**src/rtl/core/hpa_pkg.sv**
```systemverilog
// Shared types and constants for the HSV pixel adjuster.
// Used by the divider cells, the recolor stage and the top level.
`timescale 1ns / 1ps

package hpa_pkg;

  localparam int unsigned DivSteps = 11;
  localparam int unsigned Latency  = DivSteps + 3;

  localparam logic [1:0] MODE_KEEP = 2'd0;
  localparam logic [1:0] MODE_SET  = 2'd1;
  localparam logic [1:0] MODE_REL  = 2'd2;

  localparam logic [2:0] CFG_HUE_MODE = 3'd0;
  localparam logic [2:0] CFG_SAT_MODE = 3'd1;
  localparam logic [2:0] CFG_VAL_MODE = 3'd2;
  localparam logic [2:0] CFG_HUE_DEG  = 3'd3;
  localparam logic [2:0] CFG_SAT_SET  = 3'd4;
  localparam logic [2:0] CFG_VAL_SET  = 3'd5;

  localparam logic [1:0] SEL_RED   = 2'd0;
  localparam logic [1:0] SEL_GREEN = 2'd1;
  localparam logic [1:0] SEL_BLUE  = 2'd2;

  localparam logic [12:0] HueFull  = 13'd6144;
  localparam logic [10:0] SatMax   = 11'd1024;
  localparam logic [7:0]  ValMax   = 8'd255;
  localparam logic [13:0] DegRecip = 14'd8739;

  typedef struct packed {
    logic [7:0] red;
    logic [7:0] green;
    logic [7:0] blue;
    logic [7:0] max;
    logic [7:0] delta;
    logic [1:0] hsel;
    logic       neg;
  } side_t;

  typedef struct packed {
    logic [8:0]  rem_s;
    logic [8:0]  rem_h;
    logic [10:0] q_s;
    logic [10:0] q_h;
    side_t       side;
  } div_t;

  typedef struct packed {
    logic [1:0]  hue_mode;
    logic [1:0]  sat_mode;
    logic [1:0]  val_mode;
    logic [12:0] hue_tgt;
    logic [10:0] sat_set;
    logic [9:0]  val_set;
  } cfg_t;

endpackage

```
**src/rtl/core/hpa_div_cell.sv**
```systemverilog
// One cell of the divider chain: one quotient bit for saturation and hue.
// Depends on hpa_pkg for the cell data type.
`timescale 1ns / 1ps

module hpa_div_cell (
  input  logic          clk_i,
  input  logic          rst_ni,
  input  logic          valid_i,
  input  hpa_pkg::div_t data_i,
  output logic          valid_o,
  output hpa_pkg::div_t data_o
);

  logic          valid_q;
  hpa_pkg::div_t data_d, data_q;
  logic          ge_s, ge_h;
  logic [8:0]    nrem_s, nrem_h;

  always_comb begin
    ge_s   = data_i.rem_s >= {1'b0, data_i.side.max};
    ge_h   = data_i.rem_h >= {1'b0, data_i.side.delta};
    nrem_s = ge_s ? data_i.rem_s - {1'b0, data_i.side.max} : data_i.rem_s;
    nrem_h = ge_h ? data_i.rem_h - {1'b0, data_i.side.delta} : data_i.rem_h;
    data_d       = data_i;
    data_d.rem_s = {nrem_s[7:0], 1'b0};
    data_d.rem_h = {nrem_h[7:0], 1'b0};
    data_d.q_s   = {data_i.q_s[9:0], ge_s};
    data_d.q_h   = {data_i.q_h[9:0], ge_h};
  end

  always_ff @(posedge clk_i or negedge rst_ni) begin
    if (!rst_ni) begin
      valid_q <= 1'b0;
    end else begin
      valid_q <= valid_i;
    end
  end

  always_ff @(posedge clk_i) begin
    data_q <= data_d;
  end

  assign valid_o = valid_q;
  assign data_o  = data_q;

endmodule

```
**src/rtl/core/hpa_recolor.sv**
```systemverilog
// Applies the hue, saturation and value adjustments and converts back to RGB.
// Three registered stages; depends on hpa_pkg.
`timescale 1ns / 1ps

module hpa_recolor (
  input  logic          clk_i,
  input  logic          rst_ni,
  input  logic          valid_i,
  input  hpa_pkg::div_t data_i,
  input  hpa_pkg::cfg_t cfg_i,
  output logic          done_o,
  output logic [7:0]    red_o,
  output logic [7:0]    green_o,
  output logic [7:0]    blue_o
);

  logic [10:0] s0;
  logic [12:0] base, h0;
  logic [13:0] hwrap, hsum;
  logic [12:0] hu;
  logic [21:0] sprod;
  logic [13:0] sscl;
  logic [17:0] vprod;
  logic [9:0]  vscl;
  logic [10:0] s1;
  logic [7:0]  v1;
  logic        pass;

  logic        v1_q, pass1_q;
  logic [23:0] rgb1_q;
  logic [2:0]  k1_q;
  logic [9:0]  f1_q;
  logic [10:0] s1_q;
  logic [7:0]  vv1_q;

  logic [10:0] fsel, sinv;
  logic [21:0] tprod;
  logic [18:0] lprod;

  logic        v2_q, pass2_q;
  logic [23:0] rgb2_q;
  logic [2:0]  k2_q;
  logic [20:0] t2_q;
  logic [7:0]  lo2_q, vv2_q;

  logic [20:0] fac;
  logic [28:0] mprod;
  logic [7:0]  mid;
  logic [7:0]  ro, go, bo;

  logic        done_q;
  logic [7:0]  red_q, green_q, blue_q;

  always_comb begin
    s0    = (data_i.side.max == 8'd0) ? 11'd0 : data_i.q_s;
    base  = {data_i.side.hsel, 11'd0};
    hwrap = {1'b0, base} + {1'b0, hpa_pkg::HueFull} - {3'b0, data_i.q_h};
    if (data_i.side.delta == 8'd0) begin
      h0 = 13'd0;
    end else if (data_i.side.neg) begin
      h0 = (hwrap >= {1'b0, hpa_pkg::HueFull}) ? 13'(hwrap - {1'b0, hpa_pkg::HueFull})
                                                : hwrap[12:0];
    end else begin
      h0 = base + {2'b0, data_i.q_h};
    end
    pass = (s0 == 11'd0) && (cfg_i.sat_mode != hpa_pkg::MODE_SET)
           && (cfg_i.sat_mode != hpa_pkg::MODE_REL);

    hsum = {1'b0, h0} + {1'b0, cfg_i.hue_tgt};
    case (cfg_i.hue_mode)
      hpa_pkg::MODE_SET: hu = cfg_i.hue_tgt;
      hpa_pkg::MODE_REL: hu = (hsum >= {1'b0, hpa_pkg::HueFull})
                              ? 13'(hsum - {1'b0, hpa_pkg::HueFull}) : hsum[12:0];
      default:           hu = h0;
    endcase

    sprod = s0 * cfg_i.sat_set;
    sscl  = sprod[21:8];
    case (cfg_i.sat_mode)
      hpa_pkg::MODE_SET: s1 = (cfg_i.sat_set > hpa_pkg::SatMax) ? hpa_pkg::SatMax
                                                                  : cfg_i.sat_set;
      hpa_pkg::MODE_REL: s1 = (sscl > {3'b0, hpa_pkg::SatMax}) ? hpa_pkg::SatMax
                                                                 : sscl[10:0];
      default:           s1 = s0;
    endcase

    vprod = data_i.side.max * cfg_i.val_set;
    vscl  = vprod[17:8];
    case (cfg_i.val_mode)
      hpa_pkg::MODE_SET: v1 = (cfg_i.val_set > {2'b0, hpa_pkg::ValMax}) ? hpa_pkg::ValMax
                                                                        : cfg_i.val_set[7:0];
      hpa_pkg::MODE_REL: v1 = (vscl > {2'b0, hpa_pkg::ValMax}) ? hpa_pkg::ValMax
                                                               : vscl[7:0];
      default:           v1 = data_i.side.max;
    endcase
  end

  always_comb begin
    sinv  = hpa_pkg::SatMax - s1_q;
    fsel  = k1_q[0] ? {1'b0, f1_q} : hpa_pkg::SatMax - {1'b0, f1_q};
    tprod = s1_q * fsel;
    lprod = vv1_q * sinv;
  end

  always_comb begin
    fac   = 21'h100000 - t2_q;
    mprod = vv2_q * fac;
    mid   = mprod[27:20];
    case (k2_q)
      3'd0:    begin ro = vv2_q; go = mid;   bo = lo2_q; end
      3'd1:    begin ro = mid;   go = vv2_q; bo = lo2_q; end
      3'd2:    begin ro = lo2_q; go = vv2_q; bo = mid;   end
      3'd3:    begin ro = lo2_q; go = mid;   bo = vv2_q; end
      3'd4:    begin ro = mid;   go = lo2_q; bo = vv2_q; end
      default: begin ro = vv2_q; go = lo2_q; bo = mid;   end
    endcase
    if (pass2_q) begin
      ro = rgb2_q[23:16];
      go = rgb2_q[15:8];
      bo = rgb2_q[7:0];
    end
  end

  always_ff @(posedge clk_i or negedge rst_ni) begin
    if (!rst_ni) begin
      v1_q   <= 1'b0;
      v2_q   <= 1'b0;
      done_q <= 1'b0;
    end else begin
      v1_q   <= valid_i;
      v2_q   <= v1_q;
      done_q <= v2_q;
    end
  end

  always_ff @(posedge clk_i) begin
    pass1_q <= pass;
    rgb1_q  <= {data_i.side.red, data_i.side.green, data_i.side.blue};
    k1_q    <= hu[12:10];
    f1_q    <= hu[9:0];
    s1_q    <= s1;
    vv1_q   <= v1;
    pass2_q <= pass1_q;
    rgb2_q  <= rgb1_q;
    k2_q    <= k1_q;
    t2_q    <= tprod[20:0];
    lo2_q   <= lprod[17:10];
    vv2_q   <= vv1_q;
    red_q   <= ro;
    green_q <= go;
    blue_q  <= bo;
  end

  assign done_o  = done_q;
  assign red_o   = red_q;
  assign green_o = green_q;
  assign blue_o  = blue_q;

  a_sat_range: assert property (@(posedge clk_i) disable iff (!rst_ni)
    v1_q |-> s1_q <= hpa_pkg::SatMax) else $error("saturation out of range");
  a_sext_range: assert property (@(posedge clk_i) disable iff (!rst_ni)
    v1_q |-> k1_q <= 3'd5) else $error("sextant out of range");
  a_t_range: assert property (@(posedge clk_i) disable iff (!rst_ni)
    v2_q |-> t2_q <= 21'h100000) else $error("sextant product out of range");

endmodule

```
**src/rtl/core/hsv_pixel_adjust.sv**
```systemverilog
// Top level of the HSV pixel adjuster: configuration registers, the
// divider cell chain and the recolor stage. Depends on hpa_pkg.
`timescale 1ns / 1ps

// One pixel is taken in every clock cycle; busy_o never rises. Each result
// appears on done_o after its start_i transfer has passed through eleven
// divider cells, one quotient bit each, then three recolor stages. Results
// cannot be held off. Configuration writes take effect from their registers,
// and a new hue angle from a second register that holds its scaled form.
module hsv_pixel_adjust (
  input  logic        clk_i,
  input  logic        rst_ni,
  input  logic        start_i,
  output logic        busy_o,
  input  logic [7:0]  red_in_i,
  input  logic [7:0]  green_in_i,
  input  logic [7:0]  blue_in_i,
  output logic        done_o,
  output logic [7:0]  red_out_o,
  output logic [7:0]  green_out_o,
  output logic [7:0]  blue_out_o,
  input  logic        cfg_we_i,
  input  logic [2:0]  cfg_idx_i,
  input  logic [10:0] cfg_wdata_i
);

  logic [1:0]  hue_mode_q, sat_mode_q, val_mode_q;
  logic [8:0]  hue_deg_q;
  logic [10:0] sat_set_q;
  logic [9:0]  val_set_q;
  logic [12:0] hue_tgt_q, hue_tgt_d;
  logic [22:0] qprod;
  logic [13:0] hscaled;

  logic [7:0]    mx, mn, dmag;
  logic          dneg;
  hpa_pkg::div_t head;
  hpa_pkg::cfg_t cfg;
  hpa_pkg::div_t chain_data [hpa_pkg::DivSteps+1];
  logic          chain_valid [hpa_pkg::DivSteps+1];

  always_ff @(posedge clk_i or negedge rst_ni) begin
    if (!rst_ni) begin
      hue_mode_q <= hpa_pkg::MODE_SET;
      sat_mode_q <= hpa_pkg::MODE_KEEP;
      val_mode_q <= hpa_pkg::MODE_KEEP;
      hue_deg_q  <= '0;
      sat_set_q  <= '0;
      val_set_q  <= '0;
      hue_tgt_q  <= '0;
    end else begin
      hue_tgt_q <= hue_tgt_d;
      if (cfg_we_i) begin
        unique case (cfg_idx_i)
          hpa_pkg::CFG_HUE_MODE: hue_mode_q <= cfg_wdata_i[1:0];
          hpa_pkg::CFG_SAT_MODE: sat_mode_q <= cfg_wdata_i[1:0];
          hpa_pkg::CFG_VAL_MODE: val_mode_q <= cfg_wdata_i[1:0];
          hpa_pkg::CFG_HUE_DEG:  hue_deg_q  <= cfg_wdata_i[8:0];
          hpa_pkg::CFG_SAT_SET:  sat_set_q  <= cfg_wdata_i;
          hpa_pkg::CFG_VAL_SET:  val_set_q  <= cfg_wdata_i[9:0];
          default: ;
        endcase
      end
    end
  end

  // Degrees times 1024/60 is 17x plus x/15, the latter by reciprocal.
  always_comb begin
    qprod     = hue_deg_q * hpa_pkg::DegRecip;
    hscaled   = ({5'b0, hue_deg_q} * 14'd17) + {8'b0, qprod[22:17]};
    hue_tgt_d = (hscaled >= {1'b0, hpa_pkg::HueFull})
                ? 13'(hscaled - {1'b0, hpa_pkg::HueFull}) : hscaled[12:0];
  end

  always_comb begin
    mx = red_in_i;
    if (green_in_i > mx) mx = green_in_i;
    if (blue_in_i > mx) mx = blue_in_i;
    mn = red_in_i;
    if (green_in_i < mn) mn = green_in_i;
    if (blue_in_i < mn) mn = blue_in_i;
    head.side.red   = red_in_i;
    head.side.green = green_in_i;
    head.side.blue  = blue_in_i;
    head.side.max   = mx;
    head.side.delta = mx - mn;
    if (red_in_i == mx) begin
      head.side.hsel = hpa_pkg::SEL_RED;
      dneg = blue_in_i > green_in_i;
      dmag = dneg ? blue_in_i - green_in_i : green_in_i - blue_in_i;
    end else if (green_in_i == mx) begin
      head.side.hsel = hpa_pkg::SEL_GREEN;
      dneg = red_in_i > blue_in_i;
      dmag = dneg ? red_in_i - blue_in_i : blue_in_i - red_in_i;
    end else begin
      head.side.hsel = hpa_pkg::SEL_BLUE;
      dneg = green_in_i > red_in_i;
      dmag = dneg ? green_in_i - red_in_i : red_in_i - green_in_i;
    end
    head.side.neg = dneg;
    head.rem_s    = {1'b0, head.side.delta};
    head.rem_h    = {1'b0, dmag};
    head.q_s      = '0;
    head.q_h      = '0;
  end

  assign busy_o         = 1'b0;
  assign chain_data[0]  = head;
  assign chain_valid[0] = start_i;

  for (genvar i = 0; i < hpa_pkg::DivSteps; i++) begin : g_cell
    hpa_div_cell u_cell (
      .clk_i   (clk_i),
      .rst_ni  (rst_ni),
      .valid_i (chain_valid[i]),
      .data_i  (chain_data[i]),
      .valid_o (chain_valid[i+1]),
      .data_o  (chain_data[i+1])
    );
  end

  assign cfg.hue_mode = hue_mode_q;
  assign cfg.sat_mode = sat_mode_q;
  assign cfg.val_mode = val_mode_q;
  assign cfg.hue_tgt  = hue_tgt_q;
  assign cfg.sat_set  = sat_set_q;
  assign cfg.val_set  = val_set_q;

  hpa_recolor u_recolor (
    .clk_i   (clk_i),
    .rst_ni  (rst_ni),
    .valid_i (chain_valid[hpa_pkg::DivSteps]),
    .data_i  (chain_data[hpa_pkg::DivSteps]),
    .cfg_i   (cfg),
    .done_o  (done_o),
    .red_o   (red_out_o),
    .green_o (green_out_o),
    .blue_o  (blue_out_o)
  );

  a_latency: assert property (@(posedge clk_i) disable iff (!rst_ni)
    start_i |-> ##(hpa_pkg::Latency) done_o) else $error("result transfer missing");
  a_no_extra: assert property (@(posedge clk_i) disable iff (!rst_ni)
    done_o |-> $past(start_i, hpa_pkg::Latency)) else $error("result without start");
  a_hue_tgt: assert property (@(posedge clk_i) disable iff (!rst_ni)
    hue_tgt_q < hpa_pkg::HueFull) else $error("hue target out of range");

endmodule
```
**config.mk**
```make
export PLATFORM = sky130hd
export DESIGN_NAME = hsv_pixel_adjust
export DESIGN_NICKNAME = d
export VERILOG_FILES = /design/src/rtl/core/hpa_pkg.sv /design/src/rtl/core/hpa_div_cell.sv /design/src/rtl/core/hpa_recolor.sv /design/src/rtl/core/hsv_pixel_adjust.sv
export SDC_FILE = /design/constraint.sdc
export NUM_CORES = 2
export LEC_CHECK = 0
export BUFFER_PORTS_ARGS = -buffer_cell sky130_fd_sc_hd__buf_2
export CORE_MARGIN = 8
export CORE_UTILIZATION = 45
export CTS_BUF_LIST = sky130_fd_sc_hd__clkbuf_8 sky130_fd_sc_hd__clkbuf_16
export CTS_CLUSTER_DIAMETER = 60
export DETAILED_ROUTE_END_ITERATION = 8
export HOLD_SLACK_MARGIN = 0.03
export PLACE_DENSITY = 0.59
export SLEW_MARGIN = 20
export SYNTH_ARGS = -nofsm -noshare
export SYNTH_HDL_FRONTEND = slang
export SYNTH_HIERARCHICAL = 1
export SYNTH_SLANG_ARGS = --single-unit
```
**constraint.sdc**
```tcl
create_clock -name clk_i -period 7.3 [get_ports clk_i]
set_input_delay 0.365 -clock clk_i [delete_from_list [all_inputs] [get_ports clk_i]]
set_output_delay 0.365 -clock clk_i [all_outputs]
set_load 0.02 [all_outputs]
```
==> impl_metrics.yaml <==
outcome:
  status: "finished, final reports clean"
final_layout:
  area.sequential_um2: 19800
  n_fill_cell: 11400
  layout.nets: 6726
  multi_input_area_um2: 33000
  instances_no_fill: 7458
  area_growth_pct: 11.1
  drive_gt1_share_pct: 10.4
setup_path:
  regToRegEndpoint: "u_recolor/red_o[5]"
  slowest_delay_ps: 590
  r2r_slack_ps: 350
  cp_max_fo: 7
  slowest_stage: "fa_1"
  reg2reg_depth: 24
  crit_chain: "nor3_2 -> nand2b_1 -> or3_4 -> or3_4 -> o41a_1 -> nor2_1 -> buf_4 -> nand2_1 -> fa_1 -> inv_1 -> fa_1 -> fa_1 -> fa_2 -> ha_2 -> a2111o_1 -> a211oi_2 -> a21oi_2 -> a221o_2 -> buf_4 -> a221oi_1 -> xnor2_1 -> mux2i_1 -> a221oi_1 -> a22o_1"
  crit_type: "register to register"
  cp_data_required_time_ps: 7940
  crit_arrival_ps: 7590
  start_kind: "register"
  rr_startpoint: "u_recolor/t2_q[0]"
  end_kind: "register"
  cpMostUsedCell: "fa_1"
drt:
  initialDrtViolationCount: 2035
  ant_nets: 0
  dr_total_vias: 38000
  dr.pass1.iters: 8
  via_per_inst: 5.09
  wl_mm: 118
  drc: 0
  wl_per_cell_um: 15.8
placed_design:
  place_inst: 7226
  port_buffers: 66
  dp_hpwl_mm: 90.9
  gp_congestion: 0.932
clock_network:
  insertion_delay_ps: 690
  clkTransAtPathRegs_ps: 60
  cts_buffer_depth: 3
  clock_sinks: 974
  root_buffer: "clkbuf_16"
  cts_tree: "built"
  htree_num_levels: 3
  cts_buffers: 101
yosys:
  yosys_warnings: 6
  netlist_area_um2: 56500
  synth_area_per_cell_um2: 10.1
  syn_inst: 5600
global_routing:
  met3_usage_pct: 2.42
  grt_pass1_vias: 38600
  gr-total-overflow: 0
  grt_util_all_layers_pct: 17.1
  gr-usage-met1_pct: 21.9
  grt_pass1_wl_mm: 195
  antenna_found_initial: 2
  busiest_layer: "met2"
  grt_max_degree: 64
  gr-usage-met2_pct: 29.5
sta:
  hold_viol_final: 0
  fmax_mhz: 144
  slew_headroom_pct: 28.8
  finalCriticalPeriod_ps: 6950
  finalSetupViolations: 0
  skew_ps: 25.9
  whs_ps: 94.1
  drv_slew: 0
  finalSetupTns_ps: 0
  min_period_over_period_pct: 95.2
  tightest_slew_ps: 1070
floorplan:
  pin_count: 68
  core_area_um2: 125000
  die_width_um: 370
  dieArea_um2: 137000
  die_h_um: 370
  rows: 130
  floorplan.initialDensity_pct: 45.1
min_path:
  hold_end: "val_set_q[1]"
  min_path_type: "input pin to register"
  min_path_cells: 2
  min_from: "cfg_wdata_i[1]"
flow_run:
  drv_cap: 0
layout make-up:
type / count / share of cell area (%)
well taps: 1650 / 3.29
clock buffers: 117 / 4.40
repair buffers: 197 / 2.25
clock inverters: 71 / 1.22
multi-input cells: 3679 / 52.7
inverters: 768 / 4.60
flip-flops and latches: 974 / 31.6
diodes: 2 / 0.00798
how the worst max path moves through the flow:
stage,start,endpoint,slack (ps),cells after the start
finish,u_recolor/t2_q[0],u_recolor/red_o[5],350,24
global route,u_recolor/t2_q[0],u_recolor/red_o[7],-9,24
CTS,u_recolor/t2_q[0],u_recolor/red_o[7],2,23
detailed placement,u_recolor/t2_q[0],u_recolor/red_o[7],10,24
global placement,u_recolor/t2_q[0],u_recolor/red_o[7],120,23
floorplan,u_recolor/t2_q[0],u_recolor/red_o[7],280,22
registers in the layout (all words and copies together), names as in the netlist, 9 cells and up:
signal / flops
u_recolor/rgb2_q: 24
val_set_q: 10
u_recolor/f1_q: 10
sat_set_q: 11
u_recolor/rgb1_q: 24
g_cell.u_cell/data_o: 765
hue_deg_q: 9
u_recolor/s1_q: 11
g_cell.u_cell/valid_o: 11
hue_tgt_q: 13
u_recolor/t2_q: 21
worst max-delay path, delay by kind of cell (launching register included):
family | cells | cell delay, ps
DFF | 1 | 340
and+or+nand+nor | 6 | 1260
buffers and inverters | 3 | 400
AOI/OAI and AO/OA | 8 | 2230
xor gates and xnor gates | 1 | 240
muxes | 1 | 130
adders and majority gates | 5 | 2270
per-stage QoR:
step	cell area [µm²]	setup WS, ps	util (%)
after floorplan	56500	282	-
after global placement	58600	124	46.9
after detailed placement	58600	13.8	46.9
after CTS	62500	2.40	50.0
after global routing	62700	-9.23	50.1
final	62700	350	50.1
placed cells by master, fill, tap and decap left out, types with 95 or more instances in the layout:
cell	count
mux2i_1	99
fa_1	408
nand3_1	106
a21oi_1	201
dfxtp_1	911
and2_1	183
and3_1	96
ha_1	550
mux2_2	156
inv_1	779
buf_4	95
nor2_1	211
xnor2_1	142
o21ai_0	154
clkbuf_16	102
nor3_1	108
nand2_1	403
repair_timing:
action                                  in CTS  in global routing
hold endpoints to repair                   115                  0
endpoints found under the setup margin       1                 28
buffers inserted                             0                  6
resized for setup                            1                 35
pin swaps                                    0                 19
hold buffers                                36                  0
per-layer routing:
| layer | vias up | share of wire [%] |
|---|---|---|
| met4 | 0 | 3.1 |
| met1 | 18300 | 44 |
| met5 | - | 0 |
| met3 | 219 | 3.9 |
| met2 | 684 | 49 |
| li1 | 18800 | - |
Power is left out: the tool's default activity adds up to more than one toggle a clock period on the data nets, which glitch-free logic cannot reach.
